## config.mk

```make
export PLATFORM = sky130hd
export DESIGN_NAME = morse_char_keyer
export DESIGN_NICKNAME = d
export VERILOG_FILES = /design/src/rtl/mck_pkg.sv /design/src/rtl/mck_regs.sv /design/src/rtl/mck_seq.sv /design/src/rtl/mck_datapath.sv /design/src/rtl/morse_char_keyer.sv
export SDC_FILE = /design/constraint.sdc
export NUM_CORES = 1
export LEC_CHECK = 0
export ABC_AREA = 0
export BUFFER_PORTS_ARGS = -buffer_cell sky130_fd_sc_hd__buf_2
export CELL_PAD_IN_SITES_DETAIL_PLACEMENT = 0
export CELL_PAD_IN_SITES_GLOBAL_PLACEMENT = 1
export CORE_UTILIZATION = 38
export CTS_BUF_LIST = sky130_fd_sc_hd__clkbuf_2
export CTS_CLUSTER_DIAMETER = 80
export DETAILED_ROUTE_END_ITERATION = 12
export PLACE_DENSITY = 0.8
export REMOVE_ABC_BUFFERS = 1
export SYNTH_ARGS = -nofsm -noshare
export SYNTH_HDL_FRONTEND = slang
export SYNTH_SLANG_ARGS = --single-unit
```

## constraint.sdc

```tcl
create_clock -name clk -period 3.9 [get_ports clk]
set_clock_uncertainty 0.05 [all_clocks]
set_input_delay 0.78 -clock clk [delete_from_list [all_inputs] [get_ports clk]]
set_output_delay 0.78 -clock clk [all_outputs]
set_load 0.005 [all_outputs]
```

## src/rtl/mck_pkg.sv

```systemverilog
// Shared types, constants, Morse symbol table and microcode ROM for the keyer.
// No dependencies; the register, sequencer, datapath and top-level files import it.
package mck_pkg;

  localparam int ADDR_W = 5;
  localparam int DATA_W = 32;

  // Register indexes (byte address 4*i)
  localparam logic [2:0] REG_LAMP_LEVEL  = 3'd0;
  localparam logic [2:0] REG_DOT_TIME    = 3'd1;
  localparam logic [2:0] REG_DASH_TIME   = 3'd2;
  localparam logic [2:0] REG_ELEMENT_GAP = 3'd3;
  localparam logic [2:0] REG_LETTER_GAP  = 3'd4;
  localparam logic [2:0] REG_LINE_PAUSE  = 3'd5;

  localparam logic [7:0]  RST_LAMP_LEVEL  = 8'd100;
  localparam logic [15:0] RST_DOT_TIME    = 16'd300;
  localparam logic [15:0] RST_DASH_TIME   = 16'd1000;
  localparam logic [15:0] RST_ELEMENT_GAP = 16'd200;
  localparam logic [15:0] RST_LETTER_GAP  = 16'd750;
  localparam logic [15:0] RST_LINE_PAUSE  = 16'd2000;

  localparam logic [15:0] ERR_ON_MS   = 16'd100;
  localparam logic [15:0] ERR_OFF_MS  = 16'd25;
  localparam logic [2:0]  ERR_FLASHES = 3'd5;

  localparam logic [7:0] CH_SPACE   = 8'h20;
  localparam logic [7:0] CH_LF      = 8'h0A;
  localparam logic [7:0] CH_CR      = 8'h0D;
  localparam logic [7:0] CH_UPPER_A = 8'h41;
  localparam logic [7:0] CH_UPPER_Z = 8'h5A;
  localparam logic [7:0] CH_LOWER_A = 8'h61;
  localparam logic [7:0] CH_LOWER_Z = 8'h7A;
  localparam logic [7:0] CH_DIGIT_0 = 8'h30;
  localparam logic [7:0] CH_DIGIT_9 = 8'h39;
  localparam logic [7:0] CH_COMMA   = 8'h2C;
  localparam logic [7:0] CH_PERIOD  = 8'h2E;
  localparam logic [7:0] CH_SEMI    = 8'h3B;
  localparam logic [7:0] CH_COLON   = 8'h3A;
  localparam logic [7:0] CH_APOS    = 8'h27;
  localparam logic [7:0] CH_QUOTE   = 8'h22;
  localparam logic [7:0] CH_HYPHEN  = 8'h2D;

  typedef struct packed {
    logic [7:0]  lamp_level;
    logic [15:0] dot_time;
    logic [15:0] dash_time;
    logic [15:0] element_gap;
    logic [15:0] letter_gap;
    logic [15:0] line_pause;
  } cfg_t;

  typedef enum logic [1:0] {
    CLS_MORSE,
    CLS_SPACE,
    CLS_LINE,
    CLS_BAD
  } cls_t;

  typedef enum logic [3:0] {
    STEP_FETCH,
    STEP_ELEM_ON,
    STEP_ELEM_GAP,
    STEP_CHAR_END,
    STEP_ERR_ON,
    STEP_ERR_OFF,
    STEP_ERR_END,
    STEP_SPACE,
    STEP_LINE
  } step_t;

  typedef enum logic [2:0] {
    COND_NEXT,
    COND_JUMP,
    COND_DISPATCH,
    COND_MORE_ELEM,
    COND_MORE_FLASH
  } cond_t;

  typedef enum logic [2:0] {
    DUR_ELEM,
    DUR_EGAP,
    DUR_LGAP,
    DUR_LINE,
    DUR_ERR_ON,
    DUR_ERR_OFF
  } dur_sel_t;

  typedef enum logic [1:0] {
    LAMP_NONE,
    LAMP_MORSE,
    LAMP_ERROR
  } lamp_sel_t;

  typedef struct packed {
    logic      fetch;
    logic      emit;
    dur_sel_t  dur_sel;
    lamp_sel_t lamp_sel;
    logic      tone;
    logic      invalid;
    logic      last;
    logic      shift_elem;
    logic      dec_flash;
    cond_t     cond;
    step_t     target;
  } ctrl_t;

  typedef struct packed {
    logic accept;
    cls_t cls;
    logic more_elem;
    logic more_flash;
    logic out_free;
  } stat_t;

  typedef struct packed {
    cls_t       cls;
    logic [2:0] len;
    logic [5:0] pat;   // first element in bit 5, 1 = dash
  } sym_t;

  // Morse table: {length, left-aligned pattern}
  function automatic logic [8:0] morse_entry(input logic [5:0] idx);
    logic [8:0] e;
    case (idx)
      6'd0:  e = {3'd2, 6'b010000}; // A
      6'd1:  e = {3'd4, 6'b100000}; // B
      6'd2:  e = {3'd4, 6'b101000}; // C
      6'd3:  e = {3'd3, 6'b100000}; // D
      6'd4:  e = {3'd1, 6'b000000}; // E
      6'd5:  e = {3'd4, 6'b001000}; // F
      6'd6:  e = {3'd3, 6'b110000}; // G
      6'd7:  e = {3'd4, 6'b000000}; // H
      6'd8:  e = {3'd2, 6'b000000}; // I
      6'd9:  e = {3'd4, 6'b011100}; // J
      6'd10: e = {3'd3, 6'b101000}; // K
      6'd11: e = {3'd4, 6'b010000}; // L
      6'd12: e = {3'd2, 6'b110000}; // M
      6'd13: e = {3'd2, 6'b100000}; // N
      6'd14: e = {3'd3, 6'b111000}; // O
      6'd15: e = {3'd4, 6'b011000}; // P
      6'd16: e = {3'd4, 6'b110100}; // Q
      6'd17: e = {3'd3, 6'b010000}; // R
      6'd18: e = {3'd3, 6'b000000}; // S
      6'd19: e = {3'd1, 6'b100000}; // T
      6'd20: e = {3'd3, 6'b001000}; // U
      6'd21: e = {3'd4, 6'b000100}; // V
      6'd22: e = {3'd3, 6'b011000}; // W
      6'd23: e = {3'd4, 6'b100100}; // X
      6'd24: e = {3'd4, 6'b101100}; // Y
      6'd25: e = {3'd4, 6'b110000}; // Z
      6'd26: e = {3'd5, 6'b111110}; // 0
      6'd27: e = {3'd5, 6'b011110}; // 1
      6'd28: e = {3'd5, 6'b001110}; // 2
      6'd29: e = {3'd5, 6'b000110}; // 3
      6'd30: e = {3'd5, 6'b000010}; // 4
      6'd31: e = {3'd5, 6'b000000}; // 5
      6'd32: e = {3'd5, 6'b100000}; // 6
      6'd33: e = {3'd5, 6'b110000}; // 7
      6'd34: e = {3'd5, 6'b111000}; // 8
      6'd35: e = {3'd5, 6'b111100}; // 9
      6'd36: e = {3'd6, 6'b110011}; // comma
      6'd37: e = {3'd6, 6'b010101}; // period
      6'd38: e = {3'd6, 6'b101010}; // semicolon
      6'd39: e = {3'd6, 6'b111000}; // colon
      6'd40: e = {3'd6, 6'b011110}; // apostrophe
      6'd41: e = {3'd6, 6'b010010}; // quote
      6'd42: e = {3'd6, 6'b100001}; // hyphen
      default: e = '0;
    endcase
    return e;
  endfunction

  function automatic sym_t char_decode(input logic [7:0] c);
    sym_t       s;
    logic [5:0] idx;
    s   = '0;
    idx = '0;
    s.cls = CLS_MORSE;
    if (c == CH_SPACE) begin
      s.cls = CLS_SPACE;
    end else if (c == CH_LF || c == CH_CR) begin
      s.cls = CLS_LINE;
    end else if (c >= CH_UPPER_A && c <= CH_UPPER_Z) begin
      idx = 6'(c - CH_UPPER_A);
    end else if (c >= CH_LOWER_A && c <= CH_LOWER_Z) begin
      idx = 6'(c - CH_LOWER_A);
    end else if (c >= CH_DIGIT_0 && c <= CH_DIGIT_9) begin
      idx = 6'(c - CH_DIGIT_0) + 6'd26;
    end else begin
      case (c)
        CH_COMMA:  idx = 6'd36;
        CH_PERIOD: idx = 6'd37;
        CH_SEMI:   idx = 6'd38;
        CH_COLON:  idx = 6'd39;
        CH_APOS:   idx = 6'd40;
        CH_QUOTE:  idx = 6'd41;
        CH_HYPHEN: idx = 6'd42;
        default:   s.cls = CLS_BAD;
      endcase
    end
    {s.len, s.pat} = morse_entry(idx);
    return s;
  endfunction

  // Dispatch ROM: entry step per byte class
  function automatic step_t dispatch_target(input cls_t cls);
    step_t t;
    case (cls)
      CLS_MORSE: t = STEP_ELEM_ON;
      CLS_SPACE: t = STEP_SPACE;
      CLS_LINE:  t = STEP_LINE;
      CLS_BAD:   t = STEP_ERR_ON;
      default:   t = STEP_ERR_ON;
    endcase
    return t;
  endfunction

  // Microcode ROM: one control word per step
  function automatic ctrl_t ucode_rom(input step_t s);
    ctrl_t c;
    c = '0;
    case (s)
      STEP_FETCH: begin
        c.fetch = 1'b1;
        c.cond  = COND_DISPATCH;
      end
      STEP_ELEM_ON: begin
        c.emit     = 1'b1;
        c.dur_sel  = DUR_ELEM;
        c.lamp_sel = LAMP_MORSE;
        c.tone     = 1'b1;
        c.cond     = COND_NEXT;
      end
      STEP_ELEM_GAP: begin
        c.emit       = 1'b1;
        c.dur_sel    = DUR_EGAP;
        c.shift_elem = 1'b1;
        c.cond       = COND_MORE_ELEM;
        c.target     = STEP_ELEM_ON;
      end
      STEP_CHAR_END: begin
        c.emit    = 1'b1;
        c.dur_sel = DUR_LGAP;
        c.last    = 1'b1;
        c.cond    = COND_JUMP;
        c.target  = STEP_FETCH;
      end
      STEP_ERR_ON: begin
        c.emit     = 1'b1;
        c.dur_sel  = DUR_ERR_ON;
        c.lamp_sel = LAMP_ERROR;
        c.invalid  = 1'b1;
        c.cond     = COND_NEXT;
      end
      STEP_ERR_OFF: begin
        c.emit      = 1'b1;
        c.dur_sel   = DUR_ERR_OFF;
        c.invalid   = 1'b1;
        c.dec_flash = 1'b1;
        c.cond      = COND_MORE_FLASH;
        c.target    = STEP_ERR_ON;
      end
      STEP_ERR_END: begin
        c.emit    = 1'b1;
        c.dur_sel = DUR_LGAP;
        c.invalid = 1'b1;
        c.last    = 1'b1;
        c.cond    = COND_JUMP;
        c.target  = STEP_FETCH;
      end
      STEP_SPACE: begin
        c.emit    = 1'b1;
        c.dur_sel = DUR_LGAP;
        c.last    = 1'b1;
        c.cond    = COND_JUMP;
        c.target  = STEP_FETCH;
      end
      STEP_LINE: begin
        c.emit    = 1'b1;
        c.dur_sel = DUR_LINE;
        c.last    = 1'b1;
        c.cond    = COND_JUMP;
        c.target  = STEP_FETCH;
      end
      default: begin
        c.cond   = COND_JUMP;
        c.target = STEP_FETCH;
      end
    endcase
    return c;
  endfunction

endpackage

```

## src/rtl/mck_regs.sv

```systemverilog
// Configuration register file behind the APB-style port.
// Depends on mck_pkg for the register layout and reset values.
module mck_regs (
  input  logic                       clk,
  input  logic                       rst,
  input  logic                       psel,
  input  logic                       penable,
  input  logic                       pwrite,
  input  logic [mck_pkg::ADDR_W-1:0] paddr,
  input  logic [mck_pkg::DATA_W-1:0] pwdata,
  output logic [mck_pkg::DATA_W-1:0] prdata,
  output logic                       pready,
  output mck_pkg::cfg_t              cfg
);
  import mck_pkg::*;

  logic       wr_en;
  logic [2:0] reg_idx;

  assign pready  = 1'b1;
  assign reg_idx = paddr[ADDR_W-1:2];
  assign wr_en   = psel && penable && pwrite && pready;

  always_ff @(posedge clk) begin
    if (rst) begin
      cfg.lamp_level  <= RST_LAMP_LEVEL;
      cfg.dot_time    <= RST_DOT_TIME;
      cfg.dash_time   <= RST_DASH_TIME;
      cfg.element_gap <= RST_ELEMENT_GAP;
      cfg.letter_gap  <= RST_LETTER_GAP;
      cfg.line_pause  <= RST_LINE_PAUSE;
    end else if (wr_en) begin
      case (reg_idx)
        REG_LAMP_LEVEL:  cfg.lamp_level  <= pwdata[7:0];
        REG_DOT_TIME:    cfg.dot_time    <= pwdata[15:0];
        REG_DASH_TIME:   cfg.dash_time   <= pwdata[15:0];
        REG_ELEMENT_GAP: cfg.element_gap <= pwdata[15:0];
        REG_LETTER_GAP:  cfg.letter_gap  <= pwdata[15:0];
        REG_LINE_PAUSE:  cfg.line_pause  <= pwdata[15:0];
        default: ;
      endcase
    end
  end

  always_comb begin
    case (reg_idx)
      REG_LAMP_LEVEL:  prdata = {24'd0, cfg.lamp_level};
      REG_DOT_TIME:    prdata = {16'd0, cfg.dot_time};
      REG_DASH_TIME:   prdata = {16'd0, cfg.dash_time};
      REG_ELEMENT_GAP: prdata = {16'd0, cfg.element_gap};
      REG_LETTER_GAP:  prdata = {16'd0, cfg.letter_gap};
      REG_LINE_PAUSE:  prdata = {16'd0, cfg.line_pause};
      default:         prdata = '0;
    endcase
  end

endmodule

```

## src/rtl/mck_seq.sv

```systemverilog
// Microcode sequencer: step counter, control ROM and conditional jumps.
// Depends on mck_pkg for the ROM, dispatch table and control word types.
module mck_seq (
  input  logic           clk,
  input  logic           rst,
  input  mck_pkg::stat_t stat,
  output mck_pkg::ctrl_t ctrl
);
  import mck_pkg::*;

  step_t step;
  step_t step_next;
  step_t step_inc;

  assign ctrl     = ucode_rom(step);
  assign step_inc = step_t'(step + 4'd1);

  always_comb begin
    case (ctrl.cond)
      COND_NEXT:       step_next = step_inc;
      COND_JUMP:       step_next = ctrl.target;
      COND_DISPATCH:   step_next = stat.accept ? dispatch_target(stat.cls) : step;
      COND_MORE_ELEM:  step_next = stat.more_elem ? ctrl.target : step_inc;
      COND_MORE_FLASH: step_next = stat.more_flash ? ctrl.target : step_inc;
      default:         step_next = STEP_FETCH;
    endcase
    // hold while the output register cannot take the segment
    if (ctrl.emit && !stat.out_free) begin
      step_next = step;
    end
  end

  always_ff @(posedge clk) begin
    if (rst) begin
      step <= STEP_FETCH;
    end else begin
      step <= step_next;
    end
  end

endmodule

```

## src/rtl/mck_datapath.sv

```systemverilog
// Keyer datapath: byte decode, element shifter, flash counter, segment register.
// Depends on mck_pkg; driven by the control word from mck_seq.
module mck_datapath (
  input  logic           clk,
  input  logic           rst,
  input  mck_pkg::cfg_t  cfg,
  input  mck_pkg::ctrl_t ctrl,
  output mck_pkg::stat_t stat,
  input  logic           char_valid,
  output logic           char_ready,
  input  logic [7:0]     char_code,
  output logic           seg_valid,
  input  logic           seg_ready,
  output logic [7:0]     morse_level,
  output logic [7:0]     error_level,
  output logic           tone_on,
  output logic [15:0]    duration_ms,
  output logic           invalid_char,
  output logic           last_segment
);
  import mck_pkg::*;

  sym_t        sym_in;
  logic [5:0]  pat;
  logic [2:0]  elem_cnt;
  logic [2:0]  flash_cnt;
  logic        accept;
  logic        out_free;
  logic        go;
  logic [15:0] dur;

  assign sym_in     = char_decode(char_code);
  assign char_ready = ctrl.fetch;
  assign accept     = char_valid && char_ready;
  assign out_free   = !seg_valid || seg_ready;
  assign go         = ctrl.emit && out_free;

  assign stat.accept     = accept;
  assign stat.cls        = sym_in.cls;
  assign stat.more_elem  = (elem_cnt != 3'd1);
  assign stat.more_flash = (flash_cnt != 3'd1);
  assign stat.out_free   = out_free;

  always_comb begin
    case (ctrl.dur_sel)
      DUR_ELEM:    dur = pat[5] ? cfg.dash_time : cfg.dot_time;
      DUR_EGAP:    dur = cfg.element_gap;
      DUR_LGAP:    dur = cfg.letter_gap;
      DUR_LINE:    dur = cfg.line_pause;
      DUR_ERR_ON:  dur = ERR_ON_MS;
      DUR_ERR_OFF: dur = ERR_OFF_MS;
      default:     dur = '0;
    endcase
  end

  // load on transfer, then shift one element per gap
  always_ff @(posedge clk) begin
    if (accept) begin
      pat       <= sym_in.pat;
      elem_cnt  <= sym_in.len;
      flash_cnt <= ERR_FLASHES;
    end else begin
      if (go && ctrl.shift_elem) begin
        pat      <= {pat[4:0], 1'b0};
        elem_cnt <= elem_cnt - 3'd1;
      end
      if (go && ctrl.dec_flash) begin
        flash_cnt <= flash_cnt - 3'd1;
      end
    end
  end

  always_ff @(posedge clk) begin
    if (rst) begin
      seg_valid <= 1'b0;
    end else if (go) begin
      seg_valid <= 1'b1;
    end else if (seg_ready) begin
      seg_valid <= 1'b0;
    end
  end

  always_ff @(posedge clk) begin
    if (go) begin
      morse_level  <= (ctrl.lamp_sel == LAMP_MORSE) ? cfg.lamp_level : 8'd0;
      error_level  <= (ctrl.lamp_sel == LAMP_ERROR) ? cfg.lamp_level : 8'd0;
      tone_on      <= ctrl.tone;
      duration_ms  <= dur;
      invalid_char <= ctrl.invalid;
      last_segment <= ctrl.last;
    end
  end

endmodule

```

## src/rtl/morse_char_keyer.sv

```systemverilog
// Morse character keyer. A byte is taken in the fetch step; the step register then
// moves to the byte's first step, whose segment is loaded into the output register;
// further segments follow one per cycle while seg_ready is high. A byte gives 1 to 13
// segments and holds the control sequencer through its last step; output stalls hold it.
// rst (synchronous) returns the sequencer to fetch, empties the output register
// and loads the reset values of all six configuration registers.
module morse_char_keyer (
  input  logic                       clk,
  input  logic                       rst,
  input  logic                       psel,
  input  logic                       penable,
  input  logic                       pwrite,
  input  logic [mck_pkg::ADDR_W-1:0] paddr,
  input  logic [mck_pkg::DATA_W-1:0] pwdata,
  output logic [mck_pkg::DATA_W-1:0] prdata,
  output logic                       pready,
  input  logic                       char_valid,
  output logic                       char_ready,
  input  logic [7:0]                 char_code,
  output logic                       seg_valid,
  input  logic                       seg_ready,
  output logic [7:0]                 morse_level,
  output logic [7:0]                 error_level,
  output logic                       tone_on,
  output logic [15:0]                duration_ms,
  output logic                       invalid_char,
  output logic                       last_segment
);
  import mck_pkg::*;

  cfg_t  cfg;
  ctrl_t ctrl;
  stat_t stat;

  mck_regs u_regs (
    .clk     (clk),
    .rst     (rst),
    .psel    (psel),
    .penable (penable),
    .pwrite  (pwrite),
    .paddr   (paddr),
    .pwdata  (pwdata),
    .prdata  (prdata),
    .pready  (pready),
    .cfg     (cfg)
  );

  mck_seq u_seq (
    .clk  (clk),
    .rst  (rst),
    .stat (stat),
    .ctrl (ctrl)
  );

  mck_datapath u_dp (
    .clk          (clk),
    .rst          (rst),
    .cfg          (cfg),
    .ctrl         (ctrl),
    .stat         (stat),
    .char_valid   (char_valid),
    .char_ready   (char_ready),
    .char_code    (char_code),
    .seg_valid    (seg_valid),
    .seg_ready    (seg_ready),
    .morse_level  (morse_level),
    .error_level  (error_level),
    .tone_on      (tone_on),
    .duration_ms  (duration_ms),
    .invalid_char (invalid_char),
    .last_segment (last_segment)
  );

endmodule

```

# Yosys cells after proc, flatten, opt, wreduce, memory -nomap -nowiden
# Memories as Yosys holds them, arrays and structs flattened.
# Index checks and enable logic that the tools add are counted.
dict set report op_classes {
  reduce_logical 33
  muxes 36
  n_eq_ne 40
  addsub 7
  order_cmp 6
  bitwise_logic 1
}
# cell n
set op_table {}
lappend op_table {{$pmux W16 S6} 2}
lappend op_table {{$eq A8 B6 Y1 const B} 8}
lappend op_table {{$mux W6} 7}
lappend op_table {{$pmux W6 S7} 1}
lappend op_table {{$pmux W4 S6} 1}
lappend op_table {{$pmux W4 S5} 1}
lappend op_table {{$eq A3 B2 Y1 const B} 6}
lappend op_table {{$eq A4 B3 Y1 const B} 4}
lappend op_table {{$eq A8 B4 Y1 const B} 2}
lappend op_table {{$ge A8 B7 Y1 const B} 2}
lappend op_table {{$le A8 B7 Y1 const B} 2}
lappend op_table {{$mux W16} 1}
lappend op_table {{$pmux W4 S4} 1}
lappend op_table {{$eq A3 B3 Y1 const B} 5}
lappend op_table {{$reduce_and A2 Y1} 7}
lappend op_table {{$mux W2} 6}
lappend op_table {{$mux W4} 3}
lappend op_table {{$pmux W3 S4} 1}
lappend op_table {{$sub A6 B6 Y6 const B} 2}
lappend op_table {{$logic_and A1 B1 Y1} 10}
lappend op_table {{$eq A3 B1 Y1 const B} 3}
lappend op_table {{$logic_not A3 Y1} 3}
lappend op_table {{$eq A4 B2 Y1 const B} 2}
lappend op_table {{$ge A8 B6 Y1 const B} 1}
lappend op_table {{25 further kinds} 42}
dict set report totals {
  inputBits 52
  romBits 576
  output_inout_bits 70
  wordCells 141
  memories 1
  regBits 140
}
# name words width read_ports rd_clocked_by_memory_dff wr line
set mem_list {}
lappend mem_list {{(name not given)} 64 9 1 0 0 mck_pkg.sv:126} ;# case (idx)

# Longest topological paths before layout
dict set report logic_depth {
  word_depth 12
  mapped_depth 15
  depth_no_buf 13
}

# Hierarchy
# From an unflattened synthesis, not the netlist that was laid out.
dict set report hier_totals {
  hier_cells 974
  area_unflattened_um2 8816.0
}
# module seq_area_each_um2 cells_per_inst n_inst area_each_um2
set modules_own_cells {}
lappend modules_own_cells {mck_regs 1761.7 485 1 4403.0}
lappend modules_own_cells {mck_datapath 1401.3 400 1 3754.9}
lappend modules_own_cells {mck_seq 80.1 89 1 658.1}

# Worst setup path before layout
# No wires, ideal clock.
dict set report synth_timing {
  path_type {input to register}
  startpoint {in char_code[1]}
  endpoint {reg u_dp.elem_cnt[2] (data pin)}
  setup_time_ps 261
  t_required_ps 3589
  n_path_buf 0
  path_slack_ps -13
  cell_stages 12
  arrival_ps 3602
  cell_sequence {inv_1 -> ha_1 -> or3b_1 -> or3_4 -> a221oi_2 -> a211o_4 -> clkinv_4 -> ha_1 -> or4_1 -> o211ai_1 -> o211ai_1 -> a221o_1}
}
dict set report synth_via {
  elab_chain_len 9
  word_cells_on_any_way 32
  cone_classes {add/sub: 4; order compare: 6; eq/ne: 10; mux: 7; reduce/logical: 4; memory: 1}
}
# element line
set synth_rtl {}
lappend synth_rtl {{start, declared} morse_char_keyer.sv:19} ;# input logic [7:0] char_code,
lappend synth_rtl {{$sub A6 B6 Y6, or another cell as far along} mck_pkg.sv:190} ;# idx = 6'(c - CH_DIGIT_0) + 6'd26;
lappend synth_rtl {{$add A6 B5 Y6, or another cell as far along} mck_pkg.sv:190}
lappend synth_rtl {{$mux W6} mck_pkg.sv:189} ;# end else if (c >= CH_DIGIT_0 && c <= CH_DIGIT_9) begin
lappend synth_rtl {{$mux W6} mck_pkg.sv:187} ;# end else if (c >= CH_LOWER_A && c <= CH_LOWER_Z) begin
lappend synth_rtl {{$mux W6} mck_pkg.sv:185} ;# end else if (c >= CH_UPPER_A && c <= CH_UPPER_Z) begin
lappend synth_rtl {{$mux W6} mck_pkg.sv:183} ;# end else if (c == CH_LF || c == CH_CR) begin
lappend synth_rtl {{$mux W6 (*)} mck_pkg.sv:181} ;# if (c == CH_SPACE) begin
lappend synth_rtl {{$mem_v2 Z64 W9 (*)} --}
lappend synth_rtl {{$mux W3 (*)} mck_datapath.sv:58} ;# if (accept) begin
lappend synth_rtl {{end signal, assigned} mck_datapath.sv:60} ;# elem_cnt <= sym_in.len;
lappend synth_rtl {{end signal, assigned} mck_datapath.sv:65} ;# elem_cnt <= elem_cnt - 3'd1;
lappend synth_rtl {{end, declared} mck_datapath.sv:25} ;# logic [2:0] elem_cnt;
# Mark *: on every way between the ends. The rest lies on a longest branch, timed or not.
# A chain may end at the register's enable or synchronous reset.

# Final worst setup path
dict set report layout_timing {
  startpoint {reg u_seq.step[2]}
  endpoint {out char_ready}
}
dict set report layout_via {
  elab_chain_len 2
}
# element line
set layout_rtl {}
lappend layout_rtl {{start, declared} mck_seq.sv:11} ;# step_t step;
lappend layout_rtl {{start signal, assigned} mck_seq.sv:37} ;# step <= step_next;
lappend layout_rtl {{$logic_not A4 Y1} mck_pkg.sv:224} ;# case (s)
lappend layout_rtl {{$mux W1} mck_pkg.sv:224}
lappend layout_rtl {{end, declared} morse_char_keyer.sv:18} ;# output logic char_ready,
# No other way between the ends.

==> flow_summary.ini <==
[cts]
cts.sinks = 140
cts_hold_buf = 0
htreeDepth = 4
cts-root-buf = clkbuf_2
postCtsSetupBuffers = 0
cts_tree = built
clock_path_buffers = 2
ctsResizeCount = 0
path_clk_slew_ns = 0.23
cts_buffers = 17
clock_latency_ns = 0.72

[worst_setup_path]
cp_top_family = simple AND/OR/NAND/NOR gates
r2r_start = u_seq.step[0]$_SDFFE_PP0P_
critPathKind = flop to primary output
rr_worst_depth = 5
worst_ep_arrival_time_ns = 2.53
crit_cells = 4
worstPathRequired_ns = 3.07
crit_fanout = 14
critPathCaptureType = primary output
critical_path.max_stage_delay_ns = 0.77
crit_start = u_seq.step[2]$_SDFFE_PP0P_
timing.critical_path.buf_inv = 2
cpMaxStageDelayCell = nor2_1
cp_cell_sequence = nor2_1 -> nand2_1 -> inv_1 -> buf_2
crit_path_start_kind = flop

[final_layout]
areaGrowthSynthToFinish_pct = 14.0
fillCellCount = 2035
layout_commonest_cell = nand2_1
final_cell_mix = nand2_1 (208), dfxtp_1 (96), buf_2 (86)
final_net_count = 1089
drive_gt1_frac = 0.204

[detailed_routing]
via_count = 7292
avgViaCountPerCell = 5.60
drt-total-wl_mm = 23.3
postRouteAntennaNets = 0
firstDrtPassIters = 5
first_iter_violations = 750
drc = 0
routedWlPerCell_um = 17.9

[yosys]
ys_warn_count = 0
synthArstFlopShare = 0
ys_ff_latch = 140
avgSynthCellArea_um2 = 8.60
synth_edf_count = 44
syn_area_um2 = 8010
netlist_instances = 931
ys_types = 80
synth_ff_type = dfxtp_1
yosysSeqAreaShare = 0.405

[sta]
min_period_ns = 3.36
grt_setup_unrepaired = no
setup_viol = 0
min_period_over_period = 0.861
hold_viol = 0
fmax_mhz = 298
slew_headroom = 0.387
worst_slew_pin_slew_ns = 0.916
slew_violations = 0
hold_ws_ns = 0.256

[power]
peakVddDrop_uv = 398
pwr_density_cell_nw_per_um2 = 522
fin_total_pwr_mw = 4.76
leakage_nw = 3.73

[floorplanning]
dieWidth_um = 147
die_h_um = 147
dieArea_um2 = 21700
core_area_um2 = 20400
io_pins = 122
initial_core_util = 0.392
rows = 52

[min_path]
min_path_cells = 3
hold_start = pwdata[8]
hold_path_class = primary input to flop

[global_route]
overflow = 0
grt_first_pass_wirelength_mm = 36.6
grt_pass1_vias = 6664
grt_antenna_before_repair = 3
grtUsageTotal = 0.217
grt_start_max_net_pins = 40

[place]
dpl.hpwl_mm = 15.9
io_buffers = 86
gp_congestion = 0.866

[status]
status = finished, final reports clean

[job]
cap_violations = 0
cells by family after synthesis:
group	share of synthesized area
compound gates	0.195
other cells	0.000938
flops	0.405
xor+xnor	0.00766
buf+inv	0.0619
mux	0.0833
fa+ha+maj	0.0313
simple gates	0.215
Yosys cell counts (5+ instances only):
master	count	area, µm²
edfxtp_1	44	1320
mux2_2	17	191
a211oi_1	5	37.5
inv_1	18	67.6
a21oi_1	77	385
nor3_1	12	60.1
a222oi_1	13	130
buf_4	22	165
clkbuf_1	53	199
o21ai_0	26	130
and3_1	22	138
nand2b_1	8	50.1
nor2b_1	10	62.6
nor2_1	40	150
nand3b_1	28	210
o21a_1	6	45.0
mux2i_1	43	430
nand2_1	208	781
ha_1	20	250
a31oi_1	5	31.3
dfxtp_1	96	1920
o22ai_1	18	113
a22oi_1	21	158
nand3_1	12	60.1
buf_2	5	25.0
o211ai_1	8	60.1
per-layer routing:
metal	vias up	global-route usage	share of wire
met5	-	0	0.00056
met4	2	0.0639	0.015
met3	25	0.0447	0.080
met2	309	0.327	0.45
met1	3466	0.311	0.45
li1	3490	-	-
worst min-delay path, delay by kind of cell:
family / cells / cell delay, ns
buffers and inverters: 1 / 0.13
AOI/OAI and AO/OA: 1 / 0.05
and+or+nand+nor: 1 / 0.06
worst paths after layout:
check / endpoint / slack [ns]
max: char_ready / 0.54
min: u_regs.cfg[40]$_SDFFE_PP0P_ / 0.26
max reg2reg: u_dp.duration_ms[4]$_DFFE_PP_ / 0.97
min reg2reg: u_regs.cfg[32]$_SDFFE_PP0P_ / 0.43
registers in the layout (all words and copies together) (netlist names):
register and cells:
u_dp.tone_on 1, u_dp.duration_ms 16, u_dp.invalid_char 1, u_seq.step 4
u_dp.pat 6, u_dp.seg_valid 1, u_dp.flash_cnt 3, u_dp.morse_level 8
u_regs.cfg 88, u_dp.last_segment 1, u_dp.elem_cnt 3, u_dp.error_level 8
layout make-up:
class | count | area [µm²] | area share
timing repair buffer | 137 | 838 | 0.0918
clock buffer | 19 | 95.1 | 0.0104
multi-input combinational | 701 | 4360 | 0.477
inverter | 20 | 80.1 | 0.00877
sequential | 140 | 3240 | 0.355
clock inverter | 13 | 173 | 0.0189
antenna | 2 | 5.00 | 0.000548
tap | 270 | 338 | 0.0370
metrics by stage:
| stage | setup WS (ns) | cells | setup TNS [ns] | util | area, µm² |
|---|---|---|---|---|---|
| 6_report | 0.543 | 1302 | 0 | 0.447 | 9130 |
| 3_3_place_gp | -0.0262 | 1268 | -0.0319 | 0.433 | 8860 |
| 2_1_floorplan | -0.0739 | 861 | -0.0739 | - | 7650 |
| 3_5_place_dp | -0.0868 | 1268 | -0.154 | 0.433 | 8860 |
| 4_1_cts | 0.538 | 1300 | 0 | 0.447 | 9120 |
| 5_1_grt | 0.314 | 1302 | 0 | 0.447 | 9130 |
power breakdown:
part / total (mW) / switching [mW] / leakage [nW] / internal (mW)
registers: 2.10 / 0.157 / 1.20 / 1.94
logic: 1.70 / 1.06 / 2.35 / 0.644
clock network: 0.964 / 0.541 / 0.170 / 0.423
No activity file was read; power rests on OpenSTA's default activity.
